File: src/hdl/assert_macros.svh
// Assertion macros shared by the solver RTL.
// Depends on nothing; included by files that carry concurrent assertions.
`ifndef ASSERT_MACROS_SVH
`define ASSERT_MACROS_SVH

// The property must hold at every clock edge outside reset.
`define ASSERT_ALWAYS(lbl, clk, rst, prop, msg) \
  lbl: assert property (@(posedge clk) disable iff (rst) (prop)) else $error(msg);

// The consequent must hold in the cycle after the antecedent.
`define ASSERT_NEXT(lbl, clk, rst, ante, cons, msg) \
  lbl: assert property (@(posedge clk) disable iff (rst) (ante) |=> (cons)) else $error(msg);

`endif

File: src/hdl/ges_pkg.sv
// Types, constants and fixed point helpers of the Gaussian elimination solver.
// Depends on nothing; used by ges_div and gaussian_elimination_solver.
package ges_pkg;

  localparam int MAX_N     = 16;
  localparam int FRAC_BITS = 16;
  localparam int STRIDE    = MAX_N + 1;
  localparam int DEPTH     = MAX_N * STRIDE;
  localparam int AW        = $clog2(DEPTH);
  localparam int CW        = $clog2(MAX_N + 1);
  localparam int RW        = $clog2(MAX_N);
  localparam int NW        = 32 + FRAC_BITS;

  typedef struct packed {
    logic [3:0]         row;
    logic [4:0]         col;
    logic signed [31:0] value;
    logic               last;
  } in_t;

  typedef struct packed {
    logic [3:0]         index;
    logic signed [31:0] solution_value;
    logic               status;
    logic               end_of_run;
  } out_t;

  typedef struct packed {
    logic               start;
    logic signed [31:0] num;
    logic signed [31:0] den;
  } div_req_t;

  typedef struct packed {
    logic               done;
    logic signed [31:0] quot;
  } div_rsp_t;

  typedef enum logic [4:0] {
    S_IDLE, S_PIV_RD, S_PIV_CHK, S_SRCH_RD, S_SRCH_CHK,
    S_SWP_RDA, S_SWP_RDB, S_SWP_WA, S_SWP_WB,
    S_ELIM_RD, S_ELIM_DIV, S_ELIM_DWAIT,
    S_UPD_RDA, S_UPD_RDB, S_UPD_MUL, S_UPD_WR, S_ZERO,
    S_BK_INIT, S_BK_RDA, S_BK_MUL, S_BK_SH, S_BK_ACC,
    S_BK_RHS, S_BK_PIV, S_BK_DIV, S_BK_DWAIT, S_SING
  } state_t;

  function automatic logic signed [31:0] sat33(input logic signed [32:0] v);
    logic signed [31:0] r;
    if (v > 33'sd2147483647) r = 32'sh7fffffff;
    else if (v < -33'sd2147483648) r = 32'sh80000000;
    else r = v[31:0];
    return r;
  endfunction

  // Scales a full product back to fixed point, truncating toward zero.
  function automatic logic signed [31:0] qscale(input logic signed [63:0] p);
    logic signed [63:0] adj;
    logic signed [63:0] s;
    logic signed [31:0] r;
    adj = p + (p[63] ? 64'sd0 + ((64'sd1 <<< FRAC_BITS) - 64'sd1) : 64'sd0);
    s = adj >>> FRAC_BITS;
    if (s > 64'sd2147483647) r = 32'sh7fffffff;
    else if (s < -64'sd2147483648) r = 32'sh80000000;
    else r = s[31:0];
    return r;
  endfunction

endpackage

File: src/hdl/ges_div.sv
// Iterative restoring divider for fixed point quotients, one bit per cycle.
// Depends on ges_pkg for widths and the request and response types.
module ges_div (
  input  logic              clk,
  input  logic              rst,
  input  ges_pkg::div_req_t req,
  output ges_pkg::div_rsp_t rsp
);

  localparam int CTW = $clog2(ges_pkg::NW + 1);

  logic                   run;
  logic                   fin;
  logic [CTW-1:0]         cnt;
  logic [ges_pkg::NW-1:0] nq;
  logic [31:0]            rem;
  logic [31:0]            dmag;
  logic                   neg;
  logic [32:0]            remsh;
  logic                   ge;
  logic [31:0]            amag;
  logic signed [31:0]     qsat;

  assign amag  = req.num[31] ? 32'(-req.num) : 32'(req.num);
  assign remsh = {rem, nq[ges_pkg::NW-1]};
  assign ge    = remsh >= {1'b0, dmag};

  always_comb begin
    if (!neg) begin
      qsat = (nq[ges_pkg::NW-1:31] != '0) ? 32'sh7fffffff : $signed(nq[31:0]);
    end else if ((nq[ges_pkg::NW-1:32] != '0) || (nq[31] && (nq[30:0] != '0))) begin
      qsat = 32'sh80000000;
    end else begin
      qsat = $signed(-nq[31:0]);
    end
  end

  always_ff @(posedge clk) begin
    if (rst) begin
      run      <= 1'b0;
      fin      <= 1'b0;
      rsp.done <= 1'b0;
    end else begin
      rsp.done <= fin;
      fin      <= 1'b0;
      if (fin) begin
        rsp.quot <= qsat;
      end
      if (req.start) begin
        run <= 1'b1;
        cnt <= CTW'(ges_pkg::NW);
      end else if (run) begin
        cnt <= cnt - 1'b1;
        if (cnt == CTW'(1)) begin
          run <= 1'b0;
          fin <= 1'b1;
        end
      end
    end
  end

  always_ff @(posedge clk) begin
    if (req.start) begin
      nq   <= {amag, {ges_pkg::FRAC_BITS{1'b0}}};
      dmag <= req.den[31] ? 32'(-req.den) : 32'(req.den);
      rem  <= '0;
      neg  <= req.num[31] ^ req.den[31];
    end else if (run) begin
      rem <= ge ? 32'(remsh - {1'b0, dmag}) : remsh[31:0];
      nq  <= {nq[ges_pkg::NW-2:0], ge};
    end
  end

endmodule

File: config.mk
export PLATFORM = sky130hd
export DESIGN_NAME = ges_div
export DESIGN_NICKNAME = d
export VERILOG_FILES = /design/src/hdl/assert_macros.svh /design/src/hdl/ges_pkg.sv /design/src/hdl/ges_div.sv
export SDC_FILE = /design/constraint.sdc
export NUM_CORES = 1
export LEC_CHECK = 0
export ABC_CLOCK_PERIOD_IN_PS = 8800
export BUFFER_PORTS_ARGS = -buffer_cell sky130_fd_sc_hd__buf_2
export CELL_PAD_IN_SITES_DETAIL_PLACEMENT = 1
export CELL_PAD_IN_SITES_GLOBAL_PLACEMENT = 2
export CORE_MARGIN = 5
export CORE_UTILIZATION = 40
export DETAILED_ROUTE_END_ITERATION = 8
export GPL_TIMING_DRIVEN = 0
export PLACE_DENSITY = 0.88
export SETUP_SLACK_MARGIN = 0.1
export SYNTH_ARGS = -nofsm -noshare
export SYNTH_HDL_FRONTEND = slang
export SYNTH_SLANG_ARGS = --single-unit
File: constraint.sdc
create_clock -name clk -period 8.8 [get_ports clk]
set_clock_uncertainty 0.1 [all_clocks]
set_input_delay 0.88 -clock clk [delete_from_list [all_inputs] [get_ports clk]]
set_output_delay 0.88 -clock clk [all_outputs]
set_load 0.02 [all_outputs]
# [Word level (Yosys, flattened, before mapping)]
# Cells that the tools add are included.
# W data, S select, Z words.
[totals] register_bits=154 input_bits=67 out_inout_bits=33 word_cells=43
[classes] addsub=5 n_lt_le_gt_ge=1 n_eq_ne=1 mux=13 n_bitwise=3 reduce_logical=9
[op_table] cell="$mux W32" count=5
[op_table] cell="$mux W48" count=2
[op_table] cell="$neg A32 Y32" count=3
[op_table] cell="$ge A33 B32 Y1" count=1
[op_table] cell="$sub A32 B32 Y32" count=1
[op_table] cell="$mux W31" count=1
[op_table] cell="$reduce_bool A31 Y1" count=1
[op_table] cell="$reduce_bool A17 Y1" count=1
[op_table] cell="$reduce_bool A16 Y1" count=1
[op_table] cell="$eq A6 B1 Y1 const B" count=1
[op_table] cell="$mux W6" count=1
[op_table] cell="$sub A6 B1 Y6 const B" count=1
[op_table] cell="$mux W1" count=4
[op_table] cell="$reduce_and A2 Y1" count=2
[op_table] cell="$reduce_or A3 Y1" count=1
[op_table] cell="$not A1 Y1" count=2
[op_table] cell="$reduce_bool A2 Y1" count=1
[op_table] cell="$logic_and A1 B1 Y1" count=1
[op_table] cell="$logic_or A1 B1 Y1" count=1
[op_table] cell="$xor A1 B1 Y1" count=1

# [Depth between registers and ports, before layout]
[depth] depth_word=5 mapped_depth=12 depth_no_buf=11

# [Worst setup path before layout]
# No wires, ideal clock.
[synth_timing] path_type="input to register" start="in req[3] (netlist name)" end="reg dmag[29] (data pin)" setup_ns=0.266 arrival_ns=3.172 required_time_ns=8.434 path_slack_ns=5.262 cell_stages=8 path_cell_list="nor3_1 -> nand3_1 -> or2_2 -> nand2b_1 -> or4_1 -> or4_4 -> o41ai_1 -> xnor2_1"
[synth_via] elab_chain_len=2
[synth_lines] item="start: declaration" line_no="ges_div.sv:6" source="input ges_pkg::div_req_t req,"
[synth_lines] item="$neg A32 Y32" line_no="ges_div.sv:65" source="dmag <= req.den[31] ? 32'(-req.den) : 32'(req.den);"
[synth_lines] item="$mux W31" line_no="ges_div.sv:65"
[synth_lines] item="end signal: assignment" line_no="ges_div.sv:65"
[synth_lines] item="end: declaration" line_no="ges_div.sv:17" source="logic [31:0] dmag;"
# Every way passes these cells.
# A chain may end at the register's enable or synchronous reset.

# [Worst setup path after layout]
[layout_timing] start="reg nq[0] (netlist name)" end="reg rsp[16] (netlist name) (data pin)"
[layout_via] elab_chain_len=5
[layout_lines] item="start: declaration" line_no="ges_div.sv:15" source="logic [ges_pkg::NW-1:0] nq;"
[layout_lines] item="start signal: assignment" line_no="ges_div.sv:64" source="nq <= {amag, {ges_pkg::FRAC_BITS{1'b0}}};"
[layout_lines] item="start signal: assignment" line_no="ges_div.sv:70" source="nq <= {nq[ges_pkg::NW-2:0], ge};"
[layout_lines] item="branches (longest 3 deep; another with $neg A32 Y32)"
[layout_lines] item="$mux W32 *" line_no="ges_div.sv:31" source="end else if ((nq[ges_pkg::NW-1:32] != '0) || (nq[31] && (nq[30:0] != '0))) begin"
[layout_lines] item="$mux W32 *" line_no="ges_div.sv:29" source="if (!neg) begin"
[layout_lines] item="named net qsat[16]" line_no="ges_div.sv:22" source="logic signed [31:0] qsat;"
[layout_lines] item="end: declaration" line_no="ges_div.sv:7" source="output ges_pkg::div_rsp_t rsp"
# Mark *: on every way through the listed nets, which the timed path passes.

==> flow_metrics.env <==
export IMPL_yosys_top_cells_count="nor2_1, nand2_1, edfxtp_1"
export IMPL_ios=100
export IMPL_cts_resized=0
export IMPL_net_switching_power_uw=648
export IMPL_fmax_mhz=248
export IMPL_post_cts_setup_buffer_count=0
export IMPL_drtPass1Iterations=4
export IMPL_crit_fanout=10
export IMPL_area_growth_pct=15.7
export IMPL_slew_headroom=0.179
export IMPL_r2r_start="nq[0]"
export IMPL_drive_gt1_frac=0.124
export IMPL_holdWs_ns=0.381
export IMPL_cts_buffers=17
export IMPL_io_buffers=99
export IMPL_die_w_um=167
export IMPL_post_route_period_util=0.458
export IMPL_drt_initial_drc_count=356
export IMPL_dieArea_sq_mm=0.0278
export IMPL_diodes=0
export IMPL_final_net_count=1314
export IMPL_cts_buffer_depth=2
export IMPL_first_global_vias=8973
export IMPL_crit_type="flip-flop to flip-flop"
export IMPL_p_sw_frac=0.302
export IMPL_slowest_delay_ns=0.62
export IMPL_intPower_uw=1500
export IMPL_yosysSeqAreaShare=0.418
export IMPL_synth_edf_count=103
export IMPL_rsz0062_at_grt="false"
export IMPL_ys_warn_count=0
export IMPL_std_cell_rows=57
export IMPL_grt_pass1_wl_mm=45.7
export IMPL_grt_start_max_net_pins=35
export IMPL_yosys_top_cells_area="edfxtp_1, dfxtp_1, xnor2_1"
export IMPL_synthFlopType="edfxtp_1"
export IMPL_p_seq_frac=0.406
export IMPL_syn_inst=1090
export IMPL_place_gp_congestion=0.889
export IMPL_dp_slack_ns=4.79
export IMPL_routed_wl_mm=27.7
export IMPL_syn_avg_cell_area_sq_um=9.02
export IMPL_post_route_min_period_ns=4.03
export IMPL_hold_buffers=0
export IMPL_cap_violations=0
export IMPL_wl_met1_mm=12.4
export IMPL_clock_root_buffer="clkbuf_16"
export IMPL_wl_per_cell_um=17.9
export IMPL_startpoint_type="flip-flop"
export IMPL_clkSlewWorstSetupHoldPaths_ns=0.07
export IMPL_die_h_um=167
export IMPL_cellPowerDensity_mw_per_mm2=189
export IMPL_hold_viol=0
export IMPL_clock_latency_ns=0.43
export IMPL_core_sq_mm=0.0242
export IMPL_dp_hpwl_mm=21.6
export IMPL_synth_seq_cells=154
export IMPL_hold_path_class="flip-flop to flip-flop"
export IMPL_ys_types=63
export IMPL_required_ns=8.96
export IMPL_syn_area_sq_mm=0.00984
export IMPL_critPathCaptureType="flip-flop"
export IMPL_ant_nets=0
export IMPL_path_cells="inv_1 -> ha_1 -> or3b_2 -> nand4b_1 -> nor4b_1 -> nand4b_1 -> a21o_1 -> inv_1 -> clkbuf_1 -> nand2_1 -> a21oi_1"
export IMPL_vias=8611
export IMPL_worstMarginPinSlew_ns=1.22
export IMPL_clock_sinks=154
export IMPL_setup_viol=0
export IMPL_slew_violations=0
export IMPL_cp_data_arrival_time_ns=4.20
export IMPL_drc=0
export IMPL_synthArstFlopShare=0
export IMPL_via_per_inst=5.57
export IMPL_combinationalPowerShare=0.227
export IMPL_final_setup_tns_ns=0
export IMPL_yosys_area_top_type="edfxtp_1"
export IMPL_slowest_stage="nor4b_1"
export IMPL_wl_met2_mm=13.9
export IMPL_cp_startpoint="nq[0]"
export IMPL_maxUsedRoutingLayer="met4"
export IMPL_pwr_share_clk=0.367
export IMPL_gr_total_overflow=0
export IMPL_grt_antenna_before_repair=0
export IMPL_synth_top_area_frac=0.314
export IMPL_cts_tree="done"
export IMPL_status="finished clean"
export IMPL_syn_nets=1195
export IMPL_min_from="fin"
export IMPL_cts_max_level=4
export IMPL_initial_core_util=0.406
export IMPL_synth_most_common_cell="nor2_1"
export IMPL_p_leak_uw=0.00440
export IMPL_fin_ws_ns=4.77
export IMPL_route_met3_wl_um=768
export IMPL_grtUsageTotal=0.199
export IMPL_vdd_drop_max_uv=92.2
[layout by cell type (no fill, tap or decap), drive strengths merged, types with 4 or more instances in the layout]
master  Yosys  final
nor2      120    120
buf         9    109
nand2     108    108
edfxtp    103    103
a21oi      72     72
o21ai      68     68
inv        62     66
clkbuf     44     62
xnor2      54     54
dfxtp      51     51
mux2i      40     40
ha         37     37
xor2       35     35
a211oi     30     30
nor3       28     28
o31ai      26     26
a21o       19     19
or3        17     17
nand3      14     14
o41ai      13     13
or4        13     13
nand4      11     11
a31oi      11     11
nor4       10     10
o21a       10     10
a22o        8      8
o311ai      7      7
nor2b       7      7
nand2b      6      6
o211ai      5      5
or2         5      5
clkinv      1      5
nand3b      4      4
o21bai      4      4
bufinv      0      4
[final timing paths]
kind | endpoint | cells past startpoint | slack (ns)
worst min-delay path | rsp[32] | 1 | 0.38
worst min register to register | rsp[32] | 1 | 0.38
worst max register to register | rsp[16] | 11 | 4.77
worst max-delay path | rsp[16] | 11 | 4.77
[logic make-up after synthesis]
kind of cell,after synthesis,share of synthesized area
simple gates,355,0.170
flops,154,0.418
compound gates,296,0.195
fa+ha+maj,38,0.0491
buf+inv,116,0.0454
xor+xnor,89,0.0792
mux,42,0.0430
[sequential cells by signal (all words and copies together) (netlist names)]
| signal | cells |
|---|---|
| rem | 32 |
| nq | 48 |
| dmag | 32 |
| run | 1 |
| rsp | 33 |
| fin | 1 |
| neg | 1 |
| cnt | 6 |
[per-layer routing]
metal | vias to the layer above | GRT usage
met1 | 4188 | 0.244
met3 | 41 | 0.0277
li1 | 4223 | -
met4 | 0 | 0.0701
met2 | 159 | 0.358
met5 | - | 0
[metrics by stage]
step	instances	util	cell area [sq um]	total power (uW)
after floorplan	1090	-	9840	1220
after global placement	1513	0.443	10700	1360
after detailed placement	1514	0.444	10800	1370
after CTS	1546	0.469	11400	2160
after global routing	1546	0.469	11400	2260
final	1546	0.469	11400	2150
[power by group through the flow]
stage	Clock, uW	Combinational, uW	Sequential, uW
2_1_floorplan	0	351	872
3_3_place_gp	0	475	885
3_5_place_dp	0	486	888
4_1_cts	800	490	873
5_1_grt	836	545	878
6_report	788	488	873
[critical path, delay by kind of cell (launching register included)]
kind            cells  cell delay [ns]
flops               1             0.34
fa+ha+maj           1             0.23
compound gates      2             0.50
buf+inv             3             0.91
simple gates        5             1.78
[cell type report]
class,count,area (sq um)
buffer,53,210
clock buffer,18,429
clock inverter,14,194
fill,2895,12900
inverter,63,236
multi-input combinational,820,5280
sequential,154,4110
tap,324,405
timing repair buffer,100,510
(Power assumes the default switching activity.)
